===== src/pcmc_pkg.sv =====
// Shared types and command codes for the PCM playback channel control block.
// No dependencies; imported by pcmc_core and pcm_playback_channel_control.
`default_nettype none

package pcmc_pkg;

    // Command codes, carried on s_tuser.
    typedef enum logic [2:0] {
        CMD_TICK     = 3'd0,
        CMD_PLAY     = 3'd1,
        CMD_STOP     = 3'd2,
        CMD_PAUSE    = 3'd3,
        CMD_RESUME   = 3'd4,
        CMD_SEEK     = 3'd5,
        CMD_SET_VOL  = 3'd6,
        CMD_SET_RATE = 3'd7
    } cmd_t;

    localparam int ADDR_W  = 28;
    localparam int LEN_W   = 16;
    localparam int RATE_W  = 16;
    localparam int FMT_W   = 2;
    localparam int VOL_IN_W = 16;
    localparam int VOL_W   = 8;

    localparam int IN_DATA_W  = 96;   // 95 payload bits padded to bytes
    localparam int OUT_DATA_W = 48;   // 46 result bits padded to bytes

    // Status codes.
    localparam logic STATUS_OK     = 1'b0;
    localparam logic STATUS_REJECT = 1'b1;

    typedef struct packed {
        cmd_t                        cmd;
        logic [ADDR_W-1:0]           sample_addr;
        logic [LEN_W-1:0]            sample_length;
        logic [RATE_W-1:0]           play_rate;
        logic [FMT_W-1:0]            sample_format;
        logic                        loop_enable;
        logic [LEN_W-1:0]            seek_position;
        logic signed [VOL_IN_W-1:0]  volume_level;
    } cmd_item_t;

    typedef struct packed {
        logic               status;
        logic               now_playing;
        logic               is_paused;
        logic               position_valid;
        logic [LEN_W-1:0]   play_position;
        logic [VOL_W-1:0]   current_volume;
        logic [RATE_W-1:0]  current_rate;
        logic [FMT_W-1:0]   sample_fmt;
    } result_t;

endpackage

`default_nettype wire


===== src/pcmc_core.sv =====
// Channel state registers and the per-command next-state / result logic.
// Depends on pcmc_pkg.
`default_nettype none

module pcmc_core
    import pcmc_pkg::*;
#(
    parameter int MAX_SAMPLE_LEN = 65535,
    parameter int VOLUME_MIN     = 0,
    parameter int VOLUME_MAX     = 255,
    parameter int VOLUME_RESET   = 255,
    parameter int FREQ_RESET     = 8000
) (
    input  wire logic      clk,
    input  wire logic      rst_n,
    input  wire logic      advance,   // commit item and its state update
    input  wire cmd_item_t item,
    output result_t        result
);

    localparam logic signed [VOL_IN_W:0] VMIN_S = (VOL_IN_W+1)'(VOLUME_MIN);
    localparam logic signed [VOL_IN_W:0] VMAX_S = (VOL_IN_W+1)'(VOLUME_MAX);
    localparam logic [LEN_W:0]           MAX_LEN = (LEN_W+1)'(MAX_SAMPLE_LEN);

    logic                loaded_reg,   loaded_next;
    logic                playing_reg,  playing_next;
    logic                paused_reg,   paused_next;
    logic [ADDR_W-1:0]   base_addr_reg, base_addr_next;
    logic [LEN_W-1:0]    length_reg,   length_next;
    logic [LEN_W-1:0]    position_reg, position_next;
    logic [RATE_W-1:0]   rate_reg,     rate_next;
    logic [FMT_W-1:0]    format_reg,   format_next;
    logic                looping_reg,  looping_next;
    logic [VOL_W-1:0]    volume_reg,   volume_next;
    logic                status;

    logic [LEN_W:0]           pos_inc;
    logic signed [VOL_IN_W:0] vol_ext;
    logic signed [VOL_IN_W:0] vol_lo;
    logic signed [VOL_IN_W:0] vol_clamped;
    logic                     play_bad;

    assign pos_inc  = {1'b0, position_reg} + (LEN_W+1)'(1);
    assign vol_ext  = {item.volume_level[VOL_IN_W-1], item.volume_level};
    // raise to the floor first, then lower to the ceiling
    assign vol_lo      = (vol_ext < VMIN_S) ? VMIN_S : vol_ext;
    assign vol_clamped = (vol_lo > VMAX_S) ? VMAX_S : vol_lo;
    assign play_bad = (item.sample_addr == '0) || (item.sample_length == '0)
                   || (item.play_rate == '0)
                   || ({1'b0, item.sample_length} > MAX_LEN);

    always_comb
    begin
        loaded_next    = loaded_reg;
        playing_next   = playing_reg;
        paused_next    = paused_reg;
        base_addr_next = base_addr_reg;
        length_next    = length_reg;
        position_next  = position_reg;
        rate_next      = rate_reg;
        format_next    = format_reg;
        looping_next   = looping_reg;
        volume_next    = volume_reg;
        status         = STATUS_OK;
        case (item.cmd)
            CMD_TICK:
            begin
                if (playing_reg && loaded_reg)
                begin
                    position_next = pos_inc[LEN_W-1:0];
                    if (pos_inc >= {1'b0, length_reg})
                    begin
                        if (looping_reg)
                            position_next = '0;
                        else
                        begin
                            // end of sample: position is left at the length
                            playing_next = 1'b0;
                            loaded_next  = 1'b0;
                        end
                    end
                end
            end
            CMD_PLAY:
            begin
                if (play_bad)
                    status = STATUS_REJECT;
                else
                begin
                    loaded_next    = 1'b1;
                    base_addr_next = item.sample_addr;
                    length_next    = item.sample_length;
                    position_next  = '0;
                    rate_next      = item.play_rate;
                    format_next    = item.sample_format;
                    looping_next   = item.loop_enable;
                    playing_next   = 1'b1;
                    paused_next    = 1'b0;
                end
            end
            CMD_STOP:
            begin
                playing_next  = 1'b0;
                paused_next   = 1'b0;
                loaded_next   = 1'b0;
                position_next = '0;
            end
            CMD_PAUSE:
            begin
                if (playing_reg && !paused_reg)
                begin
                    paused_next  = 1'b1;
                    playing_next = 1'b0;
                end
            end
            CMD_RESUME:
            begin
                if (loaded_reg && paused_reg)
                begin
                    paused_next  = 1'b0;
                    playing_next = 1'b1;
                end
            end
            CMD_SEEK:
            begin
                if (!loaded_reg || (item.seek_position >= length_reg))
                    status = STATUS_REJECT;
                else
                    position_next = item.seek_position;
            end
            CMD_SET_VOL:
                volume_next = vol_clamped[VOL_W-1:0];
            CMD_SET_RATE:
            begin
                if (item.play_rate != '0)
                    rate_next = item.play_rate;
            end
            default:
            begin
                status = STATUS_OK;
            end
        endcase
    end

    // Result is a snapshot of the state after this item.
    always_comb
    begin
        result.status         = status;
        result.now_playing    = playing_next;
        result.is_paused      = paused_next;
        result.position_valid = playing_next || paused_next;
        result.play_position  = (playing_next || paused_next) ? position_next : '0;
        result.current_volume = volume_next;
        result.current_rate   = rate_next;
        result.sample_fmt     = format_next;
    end

    always_ff @(posedge clk or negedge rst_n)
    begin
        if (!rst_n)
        begin
            loaded_reg    <= 1'b0;
            playing_reg   <= 1'b0;
            paused_reg    <= 1'b0;
            base_addr_reg <= '0;
            length_reg    <= '0;
            position_reg  <= '0;
            rate_reg      <= RATE_W'(FREQ_RESET);
            format_reg    <= '0;
            looping_reg   <= 1'b0;
            volume_reg    <= VOL_W'(VOLUME_RESET);
        end
        else if (advance)
        begin
            loaded_reg    <= loaded_next;
            playing_reg   <= playing_next;
            paused_reg    <= paused_next;
            base_addr_reg <= base_addr_next;
            length_reg    <= length_next;
            position_reg  <= position_next;
            rate_reg      <= rate_next;
            format_reg    <= format_next;
            looping_reg   <= looping_next;
            volume_reg    <= volume_next;
        end
    end

    // A playing channel always has a sample loaded.
    assert property (@(posedge clk) disable iff (!rst_n)
        playing_reg |-> loaded_reg)
        else $error("pcmc_core: playing without a loaded sample");

    // Playing and paused never hold together.
    assert property (@(posedge clk) disable iff (!rst_n)
        !(playing_reg && paused_reg))
        else $error("pcmc_core: playing and paused both set");

    // While playing the position stays inside the sample.
    assert property (@(posedge clk) disable iff (!rst_n)
        playing_reg |-> (position_reg < length_reg))
        else $error("pcmc_core: position beyond sample length while playing");

endmodule

`default_nettype wire


===== src/pcm_playback_channel_control.sv =====
// Top level of the PCM playback channel control: stream ports, input and result registers.
// Depends on pcmc_pkg and pcmc_core.
//
//  channel | handshake           | payload
//  --------+---------------------+-------------------------------------------
//  command | s_tvalid / s_tready | s_tuser = cmd, s_tdata = operands
//  result  | m_tvalid / m_tready | m_tdata = status, flags, position, settings
//
// One item per cycle sustained while m_tready stays high. An accepted item is
// held in the input register, then the channel state updates and its result
// is captured in the output register on the same edge, which raises m_tvalid;
// that edge waits while a held result blocks the output register.
// Reset (rst_n low, async) clears both stages and loads the channel defaults
// (rate FREQ_RESET, volume VOLUME_RESET). A stalled m_tready holds the result;
// one more item is still taken into the input register, after which s_tready
// drops until the result is taken.
`default_nettype none

module pcm_playback_channel_control
    import pcmc_pkg::*;
#(
    parameter int MAX_SAMPLE_LEN = 65535,
    parameter int VOLUME_MIN     = 0,
    parameter int VOLUME_MAX     = 255,
    parameter int VOLUME_RESET   = 255,
    parameter int FREQ_RESET     = 8000
) (
    input  wire logic                  clk,
    input  wire logic                  rst_n,

    input  wire logic                  s_tvalid,
    output logic                       s_tready,
    // [27:0] sample_addr, [43:28] sample_length, [59:44] play_rate,
    // [61:60] sample_format, [62] loop_enable, [78:63] seek_position,
    // [94:79] volume_level, [95] zero
    input  wire logic [IN_DATA_W-1:0]  s_tdata,
    // [2:0] cmd
    input  wire logic [2:0]            s_tuser,

    output logic                       m_tvalid,
    input  wire logic                  m_tready,
    // [0] status, [1] now_playing, [2] is_paused, [3] position_valid,
    // [19:4] play_position, [27:20] current_volume, [43:28] current_rate,
    // [45:44] sample_fmt, [47:46] zero
    output logic [OUT_DATA_W-1:0]      m_tdata
);

    cmd_item_t in_item_reg, in_item_next;
    logic      in_valid_reg, in_valid_next;
    result_t   res_reg;
    logic      out_valid_reg, out_valid_next;
    result_t   res_core;
    logic      s_fire, m_fire, advance;

    // unpack the command item
    always_comb
    begin
        in_item_next.cmd           = cmd_t'(s_tuser);
        in_item_next.sample_addr   = s_tdata[27:0];
        in_item_next.sample_length = s_tdata[43:28];
        in_item_next.play_rate     = s_tdata[59:44];
        in_item_next.sample_format = s_tdata[61:60];
        in_item_next.loop_enable   = s_tdata[62];
        in_item_next.seek_position = s_tdata[78:63];
        in_item_next.volume_level  = s_tdata[94:79];
    end

    // input stage moves on when the result register is free or emptying
    assign advance  = in_valid_reg && (!out_valid_reg || m_tready);
    assign s_tready = !in_valid_reg || advance;
    assign s_fire   = s_tvalid && s_tready;
    assign m_fire   = out_valid_reg && m_tready;

    assign in_valid_next  = s_fire ? 1'b1 : (advance ? 1'b0 : in_valid_reg);
    assign out_valid_next = advance ? 1'b1 : (m_fire ? 1'b0 : out_valid_reg);

    pcmc_core #(
        .MAX_SAMPLE_LEN (MAX_SAMPLE_LEN),
        .VOLUME_MIN     (VOLUME_MIN),
        .VOLUME_MAX     (VOLUME_MAX),
        .VOLUME_RESET   (VOLUME_RESET),
        .FREQ_RESET     (FREQ_RESET)
    ) u_core (
        .clk     (clk),
        .rst_n   (rst_n),
        .advance (advance),
        .item    (in_item_reg),
        .result  (res_core)
    );

    always_ff @(posedge clk or negedge rst_n)
    begin
        if (!rst_n)
        begin
            in_valid_reg  <= 1'b0;
            out_valid_reg <= 1'b0;
        end
        else
        begin
            in_valid_reg  <= in_valid_next;
            out_valid_reg <= out_valid_next;
        end
    end

    // payload registers, no reset
    always_ff @(posedge clk)
    begin
        if (s_fire)
            in_item_reg <= in_item_next;
        if (advance)
            res_reg <= res_core;
    end

    assign m_tvalid = out_valid_reg;
    assign m_tdata  = {2'b00,
                       res_reg.sample_fmt,
                       res_reg.current_rate,
                       res_reg.current_volume,
                       res_reg.play_position,
                       res_reg.position_valid,
                       res_reg.is_paused,
                       res_reg.now_playing,
                       res_reg.status};

    // A committed item always shows up as a result on the next cycle.
    assert property (@(posedge clk) disable iff (!rst_n)
        advance |=> m_tvalid)
        else $error("pcmc: committed item produced no result");

    // A held item in the input stage is never dropped.
    assert property (@(posedge clk) disable iff (!rst_n)
        (in_valid_reg && !advance) |=> in_valid_reg)
        else $error("pcmc: pending item lost");

    // Position is only reported while playing or paused.
    assert property (@(posedge clk) disable iff (!rst_n)
        (m_tvalid && !res_reg.position_valid) |-> (res_reg.play_position == '0))
        else $error("pcmc: position reported while not valid");

endmodule

`default_nettype wire

===== config.mk =====
export PLATFORM = sky130hd
export DESIGN_NAME = pcm_playback_channel_control
export DESIGN_NICKNAME = d
export VERILOG_FILES = /design/src/pcmc_pkg.sv /design/src/pcmc_core.sv /design/src/pcm_playback_channel_control.sv
export SDC_FILE = /design/constraint.sdc
export NUM_CORES = 1
export LEC_CHECK = 0
export ABC_CLOCK_PERIOD_IN_PS = 9940
export BUFFER_PORTS_ARGS = -buffer_cell sky130_fd_sc_hd__buf_2
export CAP_MARGIN = 20
export CORE_UTILIZATION = 30
export DETAILED_ROUTE_END_ITERATION = 7
export PLACE_DENSITY = 0.54
export SLEW_MARGIN = 20
export SYNTH_ARGS = -nofsm -noshare
export SYNTH_HDL_FRONTEND = slang
export SYNTH_SLANG_ARGS = --single-unit

===== constraint.sdc =====
create_clock -name clk -period 9.94 [get_ports clk]
set_clock_uncertainty 0.05 [all_clocks]
set_input_delay 0 -clock clk [delete_from_list [all_inputs] [get_ports clk]]
set_output_delay 0 -clock clk [all_outputs]
set_load 0.01 [all_outputs]

; After elaboration in Yosys (flattened, before gate mapping)
; Cells that the tools add are included.
[totals]
regBits = 208
latchBits = 0
ramBits = 0
mem_bits_ro = 0
output_inout_bits = 50
elab_cells = 107
mem_count = 0
[op_classes]
addsub = 1
mul = 0
div = 0
n_lt_le_gt_ge = 4
eq_ne = 11
shift = 0
mux = 37
n_bitwise = 1
reduce_logical = 26
[ops]
columns = op, n
row1 = 16-bit 2-to-1 mux, 7
row2 = 16-bit case mux with 4 select lines, 1
row3 = 16-bit zero test, 2
row4 = 16-bit case mux with 2 select lines, 1
row5 = 28-bit zero test, 1
row6 = 1-bit 2-to-1 mux, 19
row7 = 16-bit by 1-bit adder with 17-bit output (second input constant), 1
row8 = 17-bit by 16-bit greater-or-equal comparator with 1-bit output, 1
row9 = 17-bit by 9-bit > comparator with 1-bit output (second input constant), 1
row10 = 17-bit 2-to-1 mux, 1
row11 = 16-bit greater-or-equal comparator, 1
row12 = 16-bit by 1-bit less-than comparator with 1-bit output (second input constant), 1
row13 = 8-bit 2-to-1 mux, 2
row14 = 16-bit nonzero test, 1
row15 = 3-bit equality test (second input constant), 4
row16 = 3-bit by 2-bit equality test with 1-bit output (second input constant), 2
row17 = 1-bit logical AND, 6
row18 = 1-bit logical OR, 6
row19 = 6-bit AND reduction, 1
row20 = 1-bit case mux with 5 select lines, 1
row21 = 1-bit zero test, 4
row22 = 2-bit 2-to-1 mux, 2
row23 = 2-bit by 1-bit != test with 1-bit output (second input constant), 2
row24 = 2-bit != test (second input constant), 2
row25 = 9 further kinds, 10

; Logic depth before layout (Yosys ltp)
[depth]
word_depth = 6
mapped_depth = 16

; Modules after synthesis
; Synthesis repeated with hierarchy kept, for this count alone.
[unflattened]
cells_unflattened = 713
hier_area_um2 = 9451.6
[by_module_without_submodules]
columns = module, instances, cells_each, area_each_um2
row1 = pcmc_core, 1, 558, 5004.8
row2 = pcm_playback_channel_control, 1, 155, 4446.8

; Worst setup path before layout
; No wires, ideal clock.
[synth_path]
path_type = register to register
from = register u_core.position_reg[2]
to = register res_reg (netlist bit m_tdata[14]) (data pin)
setup_ns = 0.146
arrival_time_ns = 3.257
required_time_ns = 9.744
slack_ns = 6.487
stages_incl_launch_ff = 16
path_buffers = 1
synth_period_minus_slack_ns = 3.453
cell_sequence = dfrtp_1 > and3_1 > nand3_1 > nor2_1 > nand2_1 > nor3_1 > xnor2_1 > ha_1 > and2_1 > a221oi_1 > and4_1 > nand2b_2 > a311oi_4 > nor2_2 > buf_6 > a21oi_1
[synth_lines]
columns = element, line
row1 = from (decl), pcmc_core.sv:30  ; logic [LEN_W-1:0] position_reg, position_next;
row2 = from (signal assigned), pcmc_core.sv:180  ; position_reg <= position_next;
row3 = to (signal assigned), pcm_playback_channel_control.sv:111  ; res_reg <= res_core;
row4 = to (decl), pcm_playback_channel_control.sv:50  ; result_t res_reg;

==> out/metrics.cfg <==
[pwr]
clkPwrFrac = 0.343
powerDensity_nw_per_um2 = 204
max-vdd-ir-drop_mv = 0.125
power_frac_seq = 0.480
power_switching_uw = 659
combPwrFrac = 0.177
p_int_uw = 1770
switching_share = 0.271
p_leak_uw = 0.00478

[sta]
finalCriticalPeriod_ns = 4.33
maxSlewViolCount = 0
fin_setup_tns_ns = 0
setup_violations = 0
finalHoldViolations = 0
worstMarginPinSlew_ns = 0.977
timing.final.crit_share = 0.436
max_slew_margin = 0.349
grt_setup_unrepaired = no
timing.fmax_mhz = 231
setup_slack_ns = 5.61

[logic_synthesis]
ys_async_sr_fraction = 0.308
synth.distinct_cells = 57
synthTopCellsByArea = edfxtp_1 (48%), dfrtp_1 (14%), ha_1 (4.6%)
yosysWarnings = 0
synth_edf_count = 144
syn_area_per_cell_um2 = 12.9
synthesis.area_um2 = 9010
synth_ff_type = edfxtp_1
synth_most_common_cell = edfxtp_1
synth.largest_area_cell = edfxtp_1
synth_common_cells = edfxtp_1 (144), nand2_1 (93), dfrtp_1 (50), nor2_1 (36), a21oi_1 (35)
yosys.area.top_type_share = 0.480
synthCells = 696
synth-seq-area-share = 0.659
synth_seq_cells = 208

[run]
maxCapViolCount = 0

[floorplan]
dieArea_um2 = 30700
initial_core_util = 0.305
fp-row-count = 63
die_width_um = 175
die_y_um = 175
core_area_um2 = 29600
pin_count = 153

[finish]
syn_to_final_growth_pct = 32.4
multiInputGateArea_um2 = 2820
drive_above_1_share = 0.261
seqCellArea_um2 = 5940
largest_reg_flops = 98
nNetsFinal = 1086
fin_area_um2 = 11900
n_fill_cell = 2771
diodes = 0

[global_routing]
grt_pass1_vias = 6518
antenna_found_initial = 0
grt_max_degree = 79
track_usage = 0.139
grt-ovfl-total = 0
grt_pass1_wl_um = 34000

[clocking]
cts-root-buf = clkbuf_16
htreeDepth = 1
postCtsSetupBuffers = 0
clock_sinks = 208
cts_tree = built
cts_made_buffers = 23
worst_skew_pair.late_latency_ns = 0.53
clk_pin_slew_ns = 0.06
clk_path_buf_depth = 3

[worst_setup_path]
critPathCaptureType = flop
arrival_ns = 4.52
ff2ff_path_depth = 15
critPathLaunchType = flop
crit_required_ns = 10.13
worstSetupPathType = reg -> reg
path_max_fanout = 17

[worst_hold_path]
hold_path_depth = 2
min_path_type = in -> reg

[placement]
port_buffers = 149
post-dp-hpwl_um = 14400
preCtsSetupSlack_ns = 5.63
gp_congestion = 0.832
place_area_um2 = 10200

[routing]
wire_per_inst_um = 15.6
wl_um = 21200
dr.pass1.iters = 5
viasPerCell = 4.63
ant_nets = 0
num_vias = 6282
drtIter0Drc = 271
drc_errors = 0

[outcome]
outcome = finished clean

## stage by stage
step / utilization / std cells / power (µW) / hold WS (ns)
6_report: 0.404 / 1357 / 2430 / 0.137
5_1_grt: 0.404 / 1357 / 2570 / 0.121
4_1_cts: 0.404 / 1357 / 2470 / 0.108
3_5_place_dp: 0.344 / 1213 / 1590 / 0.128
3_3_place_gp: 0.344 / 1213 / 1570 / 0.126
2_1_floorplan: - / 697 / 1450 / -0.346
## routing by layer
layer  up-vias  global-route usage  wire, µm
met5         -                   0         0
met4         0              0.0435       490
met3        37              0.0268      1060
met2       148               0.234     10000
met1      3021               0.182      9580
li1       3076                   -         -
## area by class of cell
| type | instances | share of cell area |
|---|---|---|
| clock buffer | 25 | 0.0489 |
| clock inverter | 17 | 0.0138 |
| inverter | 32 | 0.0101 |
| multi-input combinational | 428 | 0.237 |
| sequential | 208 | 0.498 |
| tap | 390 | 0.0409 |
| timing repair buffer | 257 | 0.152 |
## power by group through the flow
stage	clock, µW	sequential, µW	combinational, µW
finish	834	1170	432
global route	893	1180	489
CTS	862	1170	436
detailed placement	0	1180	402
global placement	0	1180	391
floorplan	0	1170	275
## logic make-up (layout without fill, tap and decap cells)
group | count (synthesis) | count (layout) | synth area share
xor+xnor | 16 | 16 | 0.0155
flops | 208 | 208 | 0.659
fa+ha+maj | 33 | 33 | 0.0458
mux | 35 | 35 | 0.0436
simple gates | 216 | 216 | 0.115
compound gates | 126 | 126 | 0.0916
other cells | 1 | 2 | 0.000416
buf+inv | 61 | 331 | 0.0289
## worst max-delay path, stage by stage, from the launching register on
cell       delay [ns]
dfrtp_1          0.49
and3_1           0.26
nand3_1          0.18
nor2_1           0.32
nand2_1          0.15
nor3_1           0.25
xnor2_1          0.14
ha_1             0.33
nand3_1          0.11
a2111oi_0        0.36
o211ai_1         0.19
and4_1           0.23
nand2b_2         0.15
a311oi_4         0.12
nor2_2           0.60
nor2_1           0.13
## worst paths after layout
kind | startpoint | end | slack (ns)
max in group asynchronous | rst_n | u_core.rate_reg[5] | 9.07
min in group asynchronous | rst_n | u_core.length_reg[13] | 0.18
hold reg to reg | u_core.volume_reg[1] | u_core.volume_reg[1] | 0.41
setup / recovery | u_core.position_reg[0] | m_tdata[11] | 5.61
hold / removal | s_tdata[75] | in_item_reg[28] | 0.14
setup reg to reg | u_core.position_reg[0] | m_tdata[11] | 5.61
## timing repair
action	in CTS	in global routing
hold buffers	102	0
endpoints found under the hold margin	150	0
gates resized for setup	0	0
## cell usage in the layout, fill, tap and decap left out, types with 7 or more instances in the layout
master | Yosys | layout
o2bb2ai_1 | 8 | 8
a22oi_1 | 8 | 8
edfxtp_1 | 144 | 144
a31oi_1 | 7 | 7
nor2_1 | 36 | 35
nand2_1 | 93 | 93
inv_1 | 31 | 31
buf_2 | 6 | 149
nor4_1 | 16 | 16
nand4_1 | 10 | 10
o31ai_1 | 8 | 8
dfstp_2 | 14 | 14
o21ai_0 | 30 | 30
dlygate4sd3_1 | 0 | 102
dfrtp_1 | 50 | 50
ha_1 | 33 | 33
a21oi_1 | 35 | 35
nand3_1 | 18 | 18
xor2_1 | 9 | 9
mux2_2 | 34 | 34
clkbuf_16 | 0 | 23
xnor2_1 | 7 | 7
nor3_1 | 11 | 10
Power figures use the tool's default switching activity.
